<file path="src/tt_ram.sv">
module tt_ram #(
   parameter int WIDTH = 8,
   parameter int DEPTH = 16
) (
   input  logic                     clock,
   input  logic                     wr_en,
   input  logic [$clog2(DEPTH)-1:0] wr_addr,
   input  logic [WIDTH-1:0]         wr_data,
   input  logic                     rd_en,
   input  logic [$clog2(DEPTH)-1:0] rd_addr,
   output logic [WIDTH-1:0]         rd_data
);

   logic [WIDTH-1:0] mem_ff [DEPTH];
   logic [WIDTH-1:0] rd_data_ff;

   always_ff @(posedge clock) begin
      if (wr_en) begin
         mem_ff[wr_addr] <= wr_data;
      end
      if (rd_en) begin
         rd_data_ff <= mem_ff[rd_addr];
      end
   end

   assign rd_data = rd_data_ff;

endmodule

</file>
<file path="config.mk">
export PLATFORM = sky130hd
export DESIGN_NAME = tt_ram
export DESIGN_NICKNAME = d
export VERILOG_FILES = /design/src/tt_ram.sv
export SDC_FILE = /design/constraint.sdc
export NUM_CORES = 1
export LEC_CHECK = 0
export BUFFER_PORTS_ARGS = -buffer_cell sky130_fd_sc_hd__buf_2
export CAP_MARGIN = 20
export CORE_ASPECT_RATIO = 0.9
export CORE_MARGIN = 3
export CORE_UTILIZATION = 45
export DETAILED_ROUTE_END_ITERATION = 16
export GPL_ROUTABILITY_DRIVEN = 0
export MAX_ROUTING_LAYER = met4
export SLEW_MARGIN = 20
export SYNTH_ARGS = -nofsm -noshare
export SYNTH_HDL_FRONTEND = slang
export SYNTH_SLANG_ARGS = --single-unit
</file>
<file path="constraint.sdc">
create_clock -name clock -period 3.5 [get_ports clock]
set_input_delay 0.525 -clock clock [delete_from_list [all_inputs] [get_ports clock]]
set_output_delay 0.525 -clock clock [all_outputs]
set_load 0.02 [all_outputs]
</file>
# Word level (Yosys, flattened, before mapping)

Memory sizes are Yosys's and may differ from the RTL's. A register that Yosys moved wholly into a read port is not among the register bits.
Cells that the tools add are included.

Register bits: 0
Memory bits (writable): 128
Logic and storage cells: 3
Memories: 1

Memory list:

| name   | depth | width | rd ports | clocked after Yosys merged registers in | write ports | line | RTL |
|---|---|---|---|---|---|---|---|
| mem_ff | 16    | 8     | 1        | 1                                       | 1           | 14   | `logic [WIDTH-1:0] mem_ff [DEPTH];` |

Muxes and demuxes: 2

Operators by type and width:

| kind   | number |
|---|---|
| $mux 1 | 2 |

# Longest topological paths before layout

Depth after elaboration: 2
Gate-level depth with buffers: 5
Mapped depth without buffers: 3

# Least setup slack after synthesis

No wires, ideal clock.

Path kind: in2reg
Start: in wr_addr[2]
End: mem mem_ff[0][0] (enable)
Library setup time: 383 ps
Arrival time: 1,635 ps
Data required time: 3,117 ps
Setup slack: 1,482 ps
Stages: 2
Buffers on the path: 0
Cells stage by stage: or3b_2 -> nor3_1

RTL lines:

| item        | line | RTL |
|---|---|---|
| from (decl) | 7    | `input logic [$clog2(DEPTH)-1:0] wr_addr,` |
| to (decl)   | 14   |  |

No word-level cell before the write port.

==> key figures <==
Min path
  – Hold Crit Class: primary input to flop
  – Min-delay src: rd_en
  – Hold path depth: 1
  – Hold endpoint: rd_data[0]

Critical path
  – Setup crit start kind: primary input
  – Required @ worst endpoint: 3640 ps
  – Cells on worst reg2reg path: 3
  – Delay-heaviest family, CP: buffers and inverters
  – Cell Chain, Critical Path: buf_2 > buf_12 > mux4_1 > a22oi_1 > nand2_1
  – Crit path max-delay cell type: mux4_1
  – WP buf/inv: 2
  – R2r setup slk: 1920 ps
  – Critical path class: primary input to flop
  – Setup crit end kind: flop
  – Critical R2R Launch: mem_ff[9][5]
  – Critical Path AT: 2160 ps
  – CP max stage delay: 620 ps
  – Crit Path Max Fanout: 20
  – R2R Path End: rd_data[5]

Clock network
  – Clock root cell: clkbuf_16
  – CTS tree: built
  – Max clock buf depth: 2
  – PostCTS Resize Cnt: 0
  – Hold_buf cts: 0
  – Number of buffers created by CTS: 17
  – Worst-path clk slew: 50 ps
  – CTS sink count: 136
  – CTS H-Tree Depth: 4
  – Setup bufs post-CTS: 0
  – Clk Latency, worst-skew pair: 410 ps

Routing
  – Post-route ant nets: 0
  – Via count: 2394
  – Vias per inst: 5.52
  – Initial DRC Count: 170
  – Average wire per standard cell: 22.6 µm
  – Drt drc: 0
  – Pre-Repair DR Iteration Count: 4
  – Drt total wl: 9820 µm

Yosys
  – Ys flop type: edfxtp_1
  – Ys async rst share: 0%
  – Syn Area/Cell: 22.8 µm²
  – Leading area contributor after synthesis: edfxtp_1
  – Warnings, synthesis: 0
  – Top cells by area, synth: edfxtp_1 (78%), mux4_2 (7.8%), mux4_1 (7.0%)
  – Synthesized area: 0.00523 mm²
  – Netlist cell types: 18
  – Mapped Cells: 229
  – Syn_nets: 248
  – Post-synthesis sequential area ratio: 78.1%
  – Synth Register Bits: 136
  – Top cell type's share of synthesized area: 78.1%
  – Post-synth EDFFs: 136

STA
  – Final setup margin: 1480 ps
  – Layout Skew: 18.3 ps
  – RSZ-0062 raised after global routing: false
  – Final Critical Period: 2020 ps
  – Setup-failing EPs final: 0
  – Rel. slew slack: 33.7%
  – Final hold vios: 0
  – Actual slew at the worst max-slew pin: 991 ps
  – Final setup TNS: 0 ps
  – Fmax: 496 MHz
  – Period utilization: 57.6%
  – Final slew viol count: 0
  – Hold WS: 468 ps

Placement
  – Placed cells: 402
  – Placed inst area: 0.00551 mm²
  – DP HPWL: 6030 µm
  – Pre-CTS setup slack: 1000 ps
  – # port buffers: 26

Global route
  – First-pass GRT wire length: 14900 µm
  – Initial antenna violation count: 0
  – Overflow after GRT: 0
  – Global Route Usage Sum: 17.0%
  – Largest net degree at the start of global routing: 33
  – Number of global-route vias before repair: 2473

Final layout
  – Share of layout cells above drive strength 1: 28.4%
  – Layout Nets: 288
  – Synthesis-to-finish area growth: 15.7%
  – Post-route insts no fill: 434
  – Final instance area: 0.00605 mm²
  – N_diodes: 0
  – Core Util, Final: 54.6%

Floorplan
  – Area of the die: 0.0129 mm²
  – Initial Util: 47.2%
  – Die Wd: 120 µm
  – Core area: 0.0111 mm²
  – Die Y: 108 µm
  – Ports: 27
  – Row cnt: 36

Power and ir drop
  – Power Total: 3.62 mW
  – VDD IR max: 0.309 mV
  – Total power per unit cell area: 598 mW/mm²
  – Cell leakage power: 2.00 nW

Status
  – Status: completed

Flow run
  – MaxCap Viol Count: 0
==> placed cells by master (no fill, tap or decap), drive strengths merged, types with 2 or more instances in the layout <==
| cell type | count |
|---|---|
| nor3 | 4 |
| buf | 31 |
| a22oi | 16 |
| mux4 | 32 |
| clkinvlp | 3 |
| nand2 | 9 |
| clkinv | 11 |
| edfxtp | 136 |
| nand3b | 2 |
| nor2 | 13 |
| clkbuf | 17 |
| nand2b | 2 |
==> area by class of cell <==
class                   instances  area [µm²]
fillers                       869        5030
flip-flops and latches        136        4080
multi-input cells              83        1060
clock buffers                  17         425
well taps                     152         190
clock inverters                15         113
repair buffers                 31         180
==> power breakdown <==
part	total (mW)	internal (mW)	switching, mW
registers	1.84	1.84	0.00836
clock network	1.60	0.961	0.640
logic	0.170	0.0664	0.103
total	3.62	2.86	0.752
==> cells in the mapped netlist, drive strengths merged, types with 2 or more instances <==
cell and count:
edfxtp 136, mux4 32, a22oi 16, nor2 13
nand2 9, buf 7, nor3 4, clkdlybuf4s25 3
nand2b 2, nand3b 2
==> how the worst max path moves through the flow <==
stage | end | startpoint | slack (ps) | cells after the start
6_report | rd_data[4] | rd_addr[0] | 1480 | 5
5_1_grt | rd_data[4] | rd_addr[0] | 1370 | 5
4_1_cts | rd_data[4] | rd_addr[0] | 1420 | 5
3_5_place_dp | rd_data[4] | rd_addr[0] | 1000 | 5
3_3_place_gp | rd_data[4] | rd_addr[0] | 1040 | 5
2_1_floorplan | mem_ff[0][0] | wr_addr[2] | 1480 | 2
==> per-layer routing <==
metal / wire, µm / track usage, % / up-vias
met5: 0 / - / -
met4: 112 / 5.40 / 0
met3: 490 / 5.81 / 10
met2: 4610 / 24.7 / 66
met1: 4600 / 23.0 / 1254
li1: - / - / 1064
==> worst register-to-register path, stage by stage (launching register included) <==
cell,delay [ps]
edfxtp_1,350
mux4_1,510
a22oi_1,280
nand2_1,150
==> registers in the layout (all words and copies together) (netlist names) <==
register  count
rd_data       8
mem_ff      128
==> kinds of logic (layout without fill, tap and decap cells) <==
logic type             count (synthesis)  in the layout  share of synthesized area [%]
DFF                                  136            136                           78.1
buffers and inverters                 10             63                           1.65
muxes                                 32             32                           14.8
and+or+nand+nor                       35             35                           3.14
AOI/OAI and AO/OA                     16             16                           2.30
(Power assumes the default switching activity.)
