## config.mk

```make
export PLATFORM = sky130hd
export DESIGN_NAME = tt_match
export DESIGN_NICKNAME = d
export VERILOG_FILES = /design/src/tt_pkg.sv /design/src/tt_match.sv
export SDC_FILE = /design/constraint.sdc
export NUM_CORES = 1
export LEC_CHECK = 0
export ABC_AREA = 1
export BUFFER_PORTS_ARGS = -buffer_cell sky130_fd_sc_hd__buf_2
export CORE_AREA = 3 3 133 135
export DETAILED_ROUTE_END_ITERATION = 8
export DIE_AREA = 0 0 136 138
export REMOVE_ABC_BUFFERS = 1
export SYNTH_ARGS = -nofsm -noshare
export SYNTH_HDL_FRONTEND = slang
export SYNTH_SLANG_ARGS = --single-unit
```

## constraint.sdc

```tcl
create_clock -name vclk -period 1.1
set_clock_uncertainty 0.15 [all_clocks]
set_input_delay 0.055 -clock vclk [all_inputs]
set_output_delay 0.055 -clock vclk [all_outputs]
set_load 0.1 [all_outputs]
```

## src/tt_pkg.sv

```systemverilog
package tt_pkg;

   localparam int TABLE_ENTRIES = 65536;
   localparam int IDX_W         = $clog2(TABLE_ENTRIES);
   localparam int KEY_W         = 64;
   localparam int TAG_W         = KEY_W - IDX_W;
   localparam int PAYLOAD_W     = 44;
   localparam int ENTRY_W       = 1 + TAG_W + PAYLOAD_W;
   localparam int REQ_TDATA_W   = 112;
   localparam int REQ_TUSER_W   = 1;
   localparam int RSP_TDATA_W   = 48;
   localparam int RSP_TUSER_W   = 2;

   localparam logic OP_PROBE = 1'b0;
   localparam logic OP_STORE = 1'b1;

   typedef enum logic [2:0] {
      ST_CLEAR = 3'b001,
      ST_IDLE  = 3'b010,
      ST_LOOK  = 3'b100
   } state_type;

   typedef struct packed {
      logic [6:0]  move_to;
      logic [6:0]  move_from;
      logic [1:0]  bound;
      logic [21:0] score;
      logic [5:0]  depth;
   } payload_type;

   typedef struct packed {
      logic             valid;
      logic [TAG_W-1:0] tag;
      payload_type      payload;
   } entry_type;

   typedef struct packed {
      logic             op;
      logic [KEY_W-1:0] key;
      payload_type      payload;
   } req_type;

   typedef struct packed {
      logic        wr_en;
      entry_type   wr_entry;
      logic        hit;
      logic        stored;
      payload_type found;
   } dec_type;

endpackage

```

## src/tt_match.sv

```systemverilog
module tt_match (
   input  tt_pkg::req_type   req,
   input  tt_pkg::entry_type entry,
   output tt_pkg::dec_type   dec
);

   logic tag_eq;
   logic blocked;

   always_comb begin
      tag_eq  = (entry.tag == req.key[tt_pkg::KEY_W-1:tt_pkg::IDX_W]);
      blocked = entry.valid && (entry.payload.depth > req.payload.depth);

      dec.hit    = (req.op == tt_pkg::OP_PROBE) && entry.valid && tag_eq;
      dec.stored = (req.op == tt_pkg::OP_STORE) && !blocked;
      dec.found  = dec.hit ? entry.payload : '0;

      dec.wr_en            = dec.stored;
      dec.wr_entry.valid   = 1'b1;
      dec.wr_entry.tag     = req.key[tt_pkg::KEY_W-1:tt_pkg::IDX_W];
      dec.wr_entry.payload = req.payload;
   end

endmodule

```

# Yosys cells after proc, flatten, opt, wreduce, memory -nomap -nowiden
# Index checks and enable logic that the tools add are counted.
# word_totals
out_inout_bits,140
word_cells,9
reg_bits,0
# classes
n_reduce_logical,5
order_cmp,1
muxes,1
bitwise,1
eq_ne,1
# ops
op,n
48-bit == test,1
44-bit two-way mux,1
6-bit > comparator,1
1-bit logical AND,4
1-bit zero test,1
1-bit NOT,1

# Logic depth before layout (Yosys ltp)
# Gate-level depths: netlist of run 1.
# logic_depth
ltp_word,4
mapped_depth,11

# Worst setup path after synthesis of run 1
# Ideal clock, no wire load.
# synth_timing
path_type,input -> output
from,input port req[5] (netlist name)
to,output port dec[139] (netlist name)
required_time_ns,0.895
arrival_time_ns,3.493
cell_stages,7
slack_ns,-2.598
path_cell_list,inv_1 > ha_1 > nand2_1 > nor2_1 > a31oi_1 > a21boi_0 > buf_4
# synth_lines
element,line_no,text
start: declaration,tt_match.sv:2,"input tt_pkg::req_type req,"
end: declaration,tt_match.sv:4,output tt_pkg::dec_type dec

==> results.tsv, run 1 <==
metric	value	unit
vias_per_cell	3.58	
final.setup.tns	-27980	ps
end_kind	output pin	
synth_area_per_cell	5.13	um^2
fillers	1644	
dr.pass1.iters	4	
synthCells	428	
p_seq_share	0	%
p_sw_share	65.5	%
place_congestion	0.778	
n_clock_buffer	0	
p_leak	3.49	nW
core	16600	um^2
hold_class	input port to output pin	
portBuffers	249	
grt_pass1_vias	3234	
wl	14100	um
grt_pass1_wl	19200	um
grtUsageTotal	13.3	%
areaGrowthSynthToFinish	181	%
dieArea	18800	um^2
grt_max_degree	19	
post-route-period-util	160	%
worstPathArrival	1560	ps
ys_types	20	
drt_iter0_drc	49	
power.total	3.09	mW
route.detailed.drc	0	
io-pin-count	342	
run_status	complete, but fails checks	
comb_power_share	100.0	%
initial_utilization	13.2	%
place_hpwl	10700	um
violations	setup timing	
vias	3215	
crit_start	req[106]	
pwr-share-clk	0	%
setup_viol	47	
yosysSeqAreaShare	0	%
p_per_area	501	nW/um^2
cp_max_fo	8	
fp.dieH	138	um
drt-wirelength-per-cell	15.7	um
finalWorstSetupSlack	-660	ps
hold_violations	0	
nNetsFinal	886	
drv_cap	0	
max_freq	0.568	GHz
drive_gt1_share	61.5	%
maxSlewHeadroom	26.4	%
dp_slack	-775	ps
hold_path_depth	2	
crit_required	890	ps
antenna_found_initial	4	
fp.dieW	136	um
cp-start-kind	input port	
worstMarginPinSlew	1100	ps
design.seq.count	0	
intPower	1.07	mW
gr-total-overflow	0	
rsz0062_at_grt	true	
postRouteAntennaNets	0	
yosys_warnings	0	
drv_slew	0	
p_switching	2.02	mW
path_class	input port to output pin	
worstHoldStart	req[100]	
max-vdd-ir-drop	0.328	mV
fin_crit	1760	ps
syn-cell-area	2190	um^2
regArea	0	um^2
num_rows	47	
power groups by stage:
| stage | registers (mW) | clock network [mW] | logic (mW) |
|---|---|---|---|
| after floorplan | 0 | 0 | 0.343 |
| after global placement | 0 | 0 | 2.07 |
| after detailed placement | 0 | 0 | 2.09 |
| after CTS | 0 | 0 | 2.96 |
| after global routing | 0 | 0 | 3.23 |
| final | 0 | 0.000000122 | 3.09 |
cells in the mapped netlist:
library cell	number	share of area [%]
nand2_1	100	17
conb_1	1	0.17
inv_1	110	19
nor2_2	21	6.0
ha_1	6	3.4
o21ai_0	5	1.1
xor2_1	3	1.2
buf_4	94	32
o22ai_1	2	0.57
a21boi_0	1	0.34
nand2_4	1	0.51
nor2_4	1	0.51
nor2_1	63	11
o2111ai_1	1	0.40
a31oi_1	1	0.29
o21ai_1	1	0.23
nand3_1	3	0.68
a21oi_1	2	0.46
buf_6	4	2.1
xnor2_1	8	3.2
placed cells by master, fill, tap and decap left out, types with 5 or more instances in the layout:
master and instances:
dlymetal6s4s_1 21, buf_6 31, inv_2 11, ha_4 5, nor2_4 48, xnor2_1 6
nor2_2 11, buf_12 92, buf_4 53, buf_2 122, nor2_1 26, nand2_2 14
nand2_1 82, dlymetal6s2s_1 17, inv_1 94
timing repair:
item,CTS,global route
hold buffers,38,0
setup buffers,9,2
resized for setup,128,133
endpoints found under the hold margin,38,0
pin swaps,28,45
endpoints found under the setup margin,47,85
cloned,2,4
metal layers:
layer	vias up	GRT usage [%]	part of all wire, %
li1	1608	-	-
met1	1444	16.5	38
met2	133	24.0	52
met3	22	3.27	8.0
met4	8	0.955	1.2
met5	-	0	0.35
cell type report:
| cell class | count | area, um^2 | share of cell area (%) |
|---|---|---|---|
| well taps | 220 | 275 | 4.46 |
| multi-input cells | 220 | 1570 | 25.4 |
| inverters | 110 | 435 | 7.05 |
| repair buffers | 346 | 3890 | 63.0 |
| diodes | 1 | 2.50 | 0.0405 |
cell families after synthesis:
family | after synthesis | share of synthesized area, %
buf+inv | 208 | 53.0
other cells | 1 | 0.171
fa+ha+maj | 6 | 3.42
simple gates | 189 | 35.6
compound gates | 13 | 3.42
xor+xnor | 11 | 4.39
metrics by stage:
step / area, um^2 / hold slack, ps / std cells / utilization [%]
floorplan: 1440 / -40.0 / 330 / -
global placement: 4700 / -39.3 / 846 / 28.3
detailed placement: 4700 / -39.3 / 846 / 28.3
CTS: 5700 / 218 / 890 / 34.4
global route: 6170 / 225 / 896 / 37.2
finish: 6180 / 219 / 897 / 37.2
path summary, 6_finish.rpt:
path	to
min	dec[130]
max	dec[43]
worst max-delay path: stages:
cell and delay (ps):
buf_2 120, nor2_2 100, nor2_1 50, nor2_1 90, nand2_1 80, nor2_2 140, nand2_2 80, nor2_4 140
nand2_8 140, clkbuf_16 220, nor2_4 130, buf_12 180
(Power assumes the default switching activity.)
==> run 2: changes to the inputs <==
- REMOVE_ABC_BUFFERS: 1 -> unset
==> results.tsv, run 2 (synthesis gave the netlist of run 1 again) <==
metric	value	unit	change
run_status	complete, but fails checks		
violations	setup timing		
final.setup.tns	-32240	ps	-4260 ps
post-route-period-util	168	%	+8.5 points
place_congestion	0.778		about the same
vias	3205		-0.31%
syn-num-nets	636		
regArea	0	um^2	unchanged
maxSlewHeadroom	32.7	%	+6.4 points
p_leak	3.60	nW	+3.2%
hold_class	input port to output pin		
dieArea	18800	um^2	unchanged
rsz0062_at_grt	true		
initial_utilization	13.2	%	unchanged
drv_slew	0		unchanged
nNetsFinal	895		+1.0%
mostFrequentLayoutCell	buf_2		
route.detailed.drc	0		unchanged
grtUsageTotal	10.2	%	-3.1 points
max_freq	0.540	GHz	-5.0%
met2_usage	22.2	%	-1.8 points
cp_max_fo	4		-4
core	16600	um^2	unchanged
dr.pass1.iters	4		unchanged
grtUsageMet3	1.78	%	-1.5 points
max-vdd-ir-drop	0.312	mV	-4.9%
fin_crit	1850	ps	+93.1 ps
antenna_cells	0		-1
hold_path_depth	2		unchanged
num_rows	47		unchanged
antenna_found_initial	0		-4
drive_gt1_share	62.2	%	+0.65 points
drv_cap	0		unchanged
drt_iter0_drc	72		+47%
globalRouteMet1Util	10.0	%	-6.5 points
wl	12000	um	-14%
cp-endpoint	dec[6]		
p_per_area	493	nW/um^2	-1.4%
postRouteAntennaNets	0		unchanged
place_inst	857		+1.3%
design.seq.count	0		unchanged
vias_per_cell	3.54		-1.2%
n_clock_buffer	0		unchanged
fin_cells	905		+0.89%
end_kind	output pin		
crit_start	req[83]		
grt_pass1_wl	15800	um	-18%
areaGrowthSynthToFinish	192	%	
drt-wirelength-per-cell	13.3	um	-15%
fillers	1622		-1.3%
io-pin-count	342		unchanged
fp.dieW	136	um	unchanged
path_class	input port to output pin		
crit_required	890	ps	about the same
grt_pass1_vias	3192		-1.3%
portBuffers	249		unchanged
worstPathArrival	1650	ps	+90 ps
final_cell_mix	buf_2 (114), buf_12 (99), inv_1 (94)		
finalWorstSetupSlack	-753	ps	-93.1 ps
dp_slack	-935	ps	-159 ps
fp.dieH	138	um	unchanged
cp-start-kind	input port		
place_area	5340	um^2	+14%
setup_viol	47		unchanged
worstMarginPinSlew	1010	ps	-89.2 ps
gr-total-overflow	0		unchanged
final_area	6400	um^2	+3.7%
top_usage_layer	met2		
place_hpwl	8890	um	-17%
hold_violations	0		unchanged
grt_max_degree	19		unchanged
==> run 2: cell types whose count changed in the layout (fill, tap and decap cells not counted), moves of 3 or more <==
cell            before  now
buf_12              92   99
buf_2              122  114
buf_4               53   61
dlymetal6s2s_1      17    0
dlymetal6s4s_1      21   38
nand2_1             82   78
nand2_2             14   17
nor2_2              11    7
==> run 2: layout make-up <==
cell class,count,area [um^2],share of cell area [%]
inverter,110,447,6.98
multi-input combinational,221,1600,25.0
tap,220,275,4.30
timing repair buffer,354,4080,63.8
==> run 2: how the worst min path moves through the flow <==
stage	from	end	slack [ps]
6_report	req[2]	dec[48]	210
3_3_place_gp	req[6]	dec[52]	-40
5_1_grt	req[2]	dec[48]	220
4_1_cts	req[2]	dec[48]	240
3_5_place_dp	req[6]	dec[52]	-40
2_1_floorplan	entry[34]	dec[34]	160
==> run 2: metrics by stage <==
step	utilization, %	hold WS [ps]	power [mW]
detailed placement	32.2	-39.3	2.29
global route	38.6	220	3.29
global placement	32.2	-39.3	2.27
CTS	35.4	237	2.99
floorplan	-	155	2.05
finish	38.6	214	3.16
==> run 2: power breakdown <==
group / internal, mW / switching, mW / leakage, nW
combinational: 1.13 / 2.03 / 3.60
sequential: 0 / 0 / 0
clock: 0 / 0 / 0
total: 1.13 / 2.03 / 3.60
==> run 2: layer usage <==
metal / part of all wire [%] / routed length (um)
met2: 59 / 7150
met3: 8.7 / 1050
met1: 31 / 3750
met4: 0.74 / 89
met5: 0 / 0
==> run 2: critical path: stages <==
cell,delay (ps)
buf_2,100
inv_1,60
o21ai_1,60
nor2_1,110
nand2_1,70
nor2_1,110
buf_4,130
nand2_4,50
nor2_4,220
nand2_4,160
clkbuf_16,200
nor2_4,120
buf_12,180
==> run 2: repair_timing <==
action	4_1_cts	5_1_grt
hold buffers	38	0
setup buffers	0	3
gates resized for setup	28	130
pin swaps	12	60
gates cloned	2	5
setup endpoints to repair	47	85
hold endpoints to repair	38	0
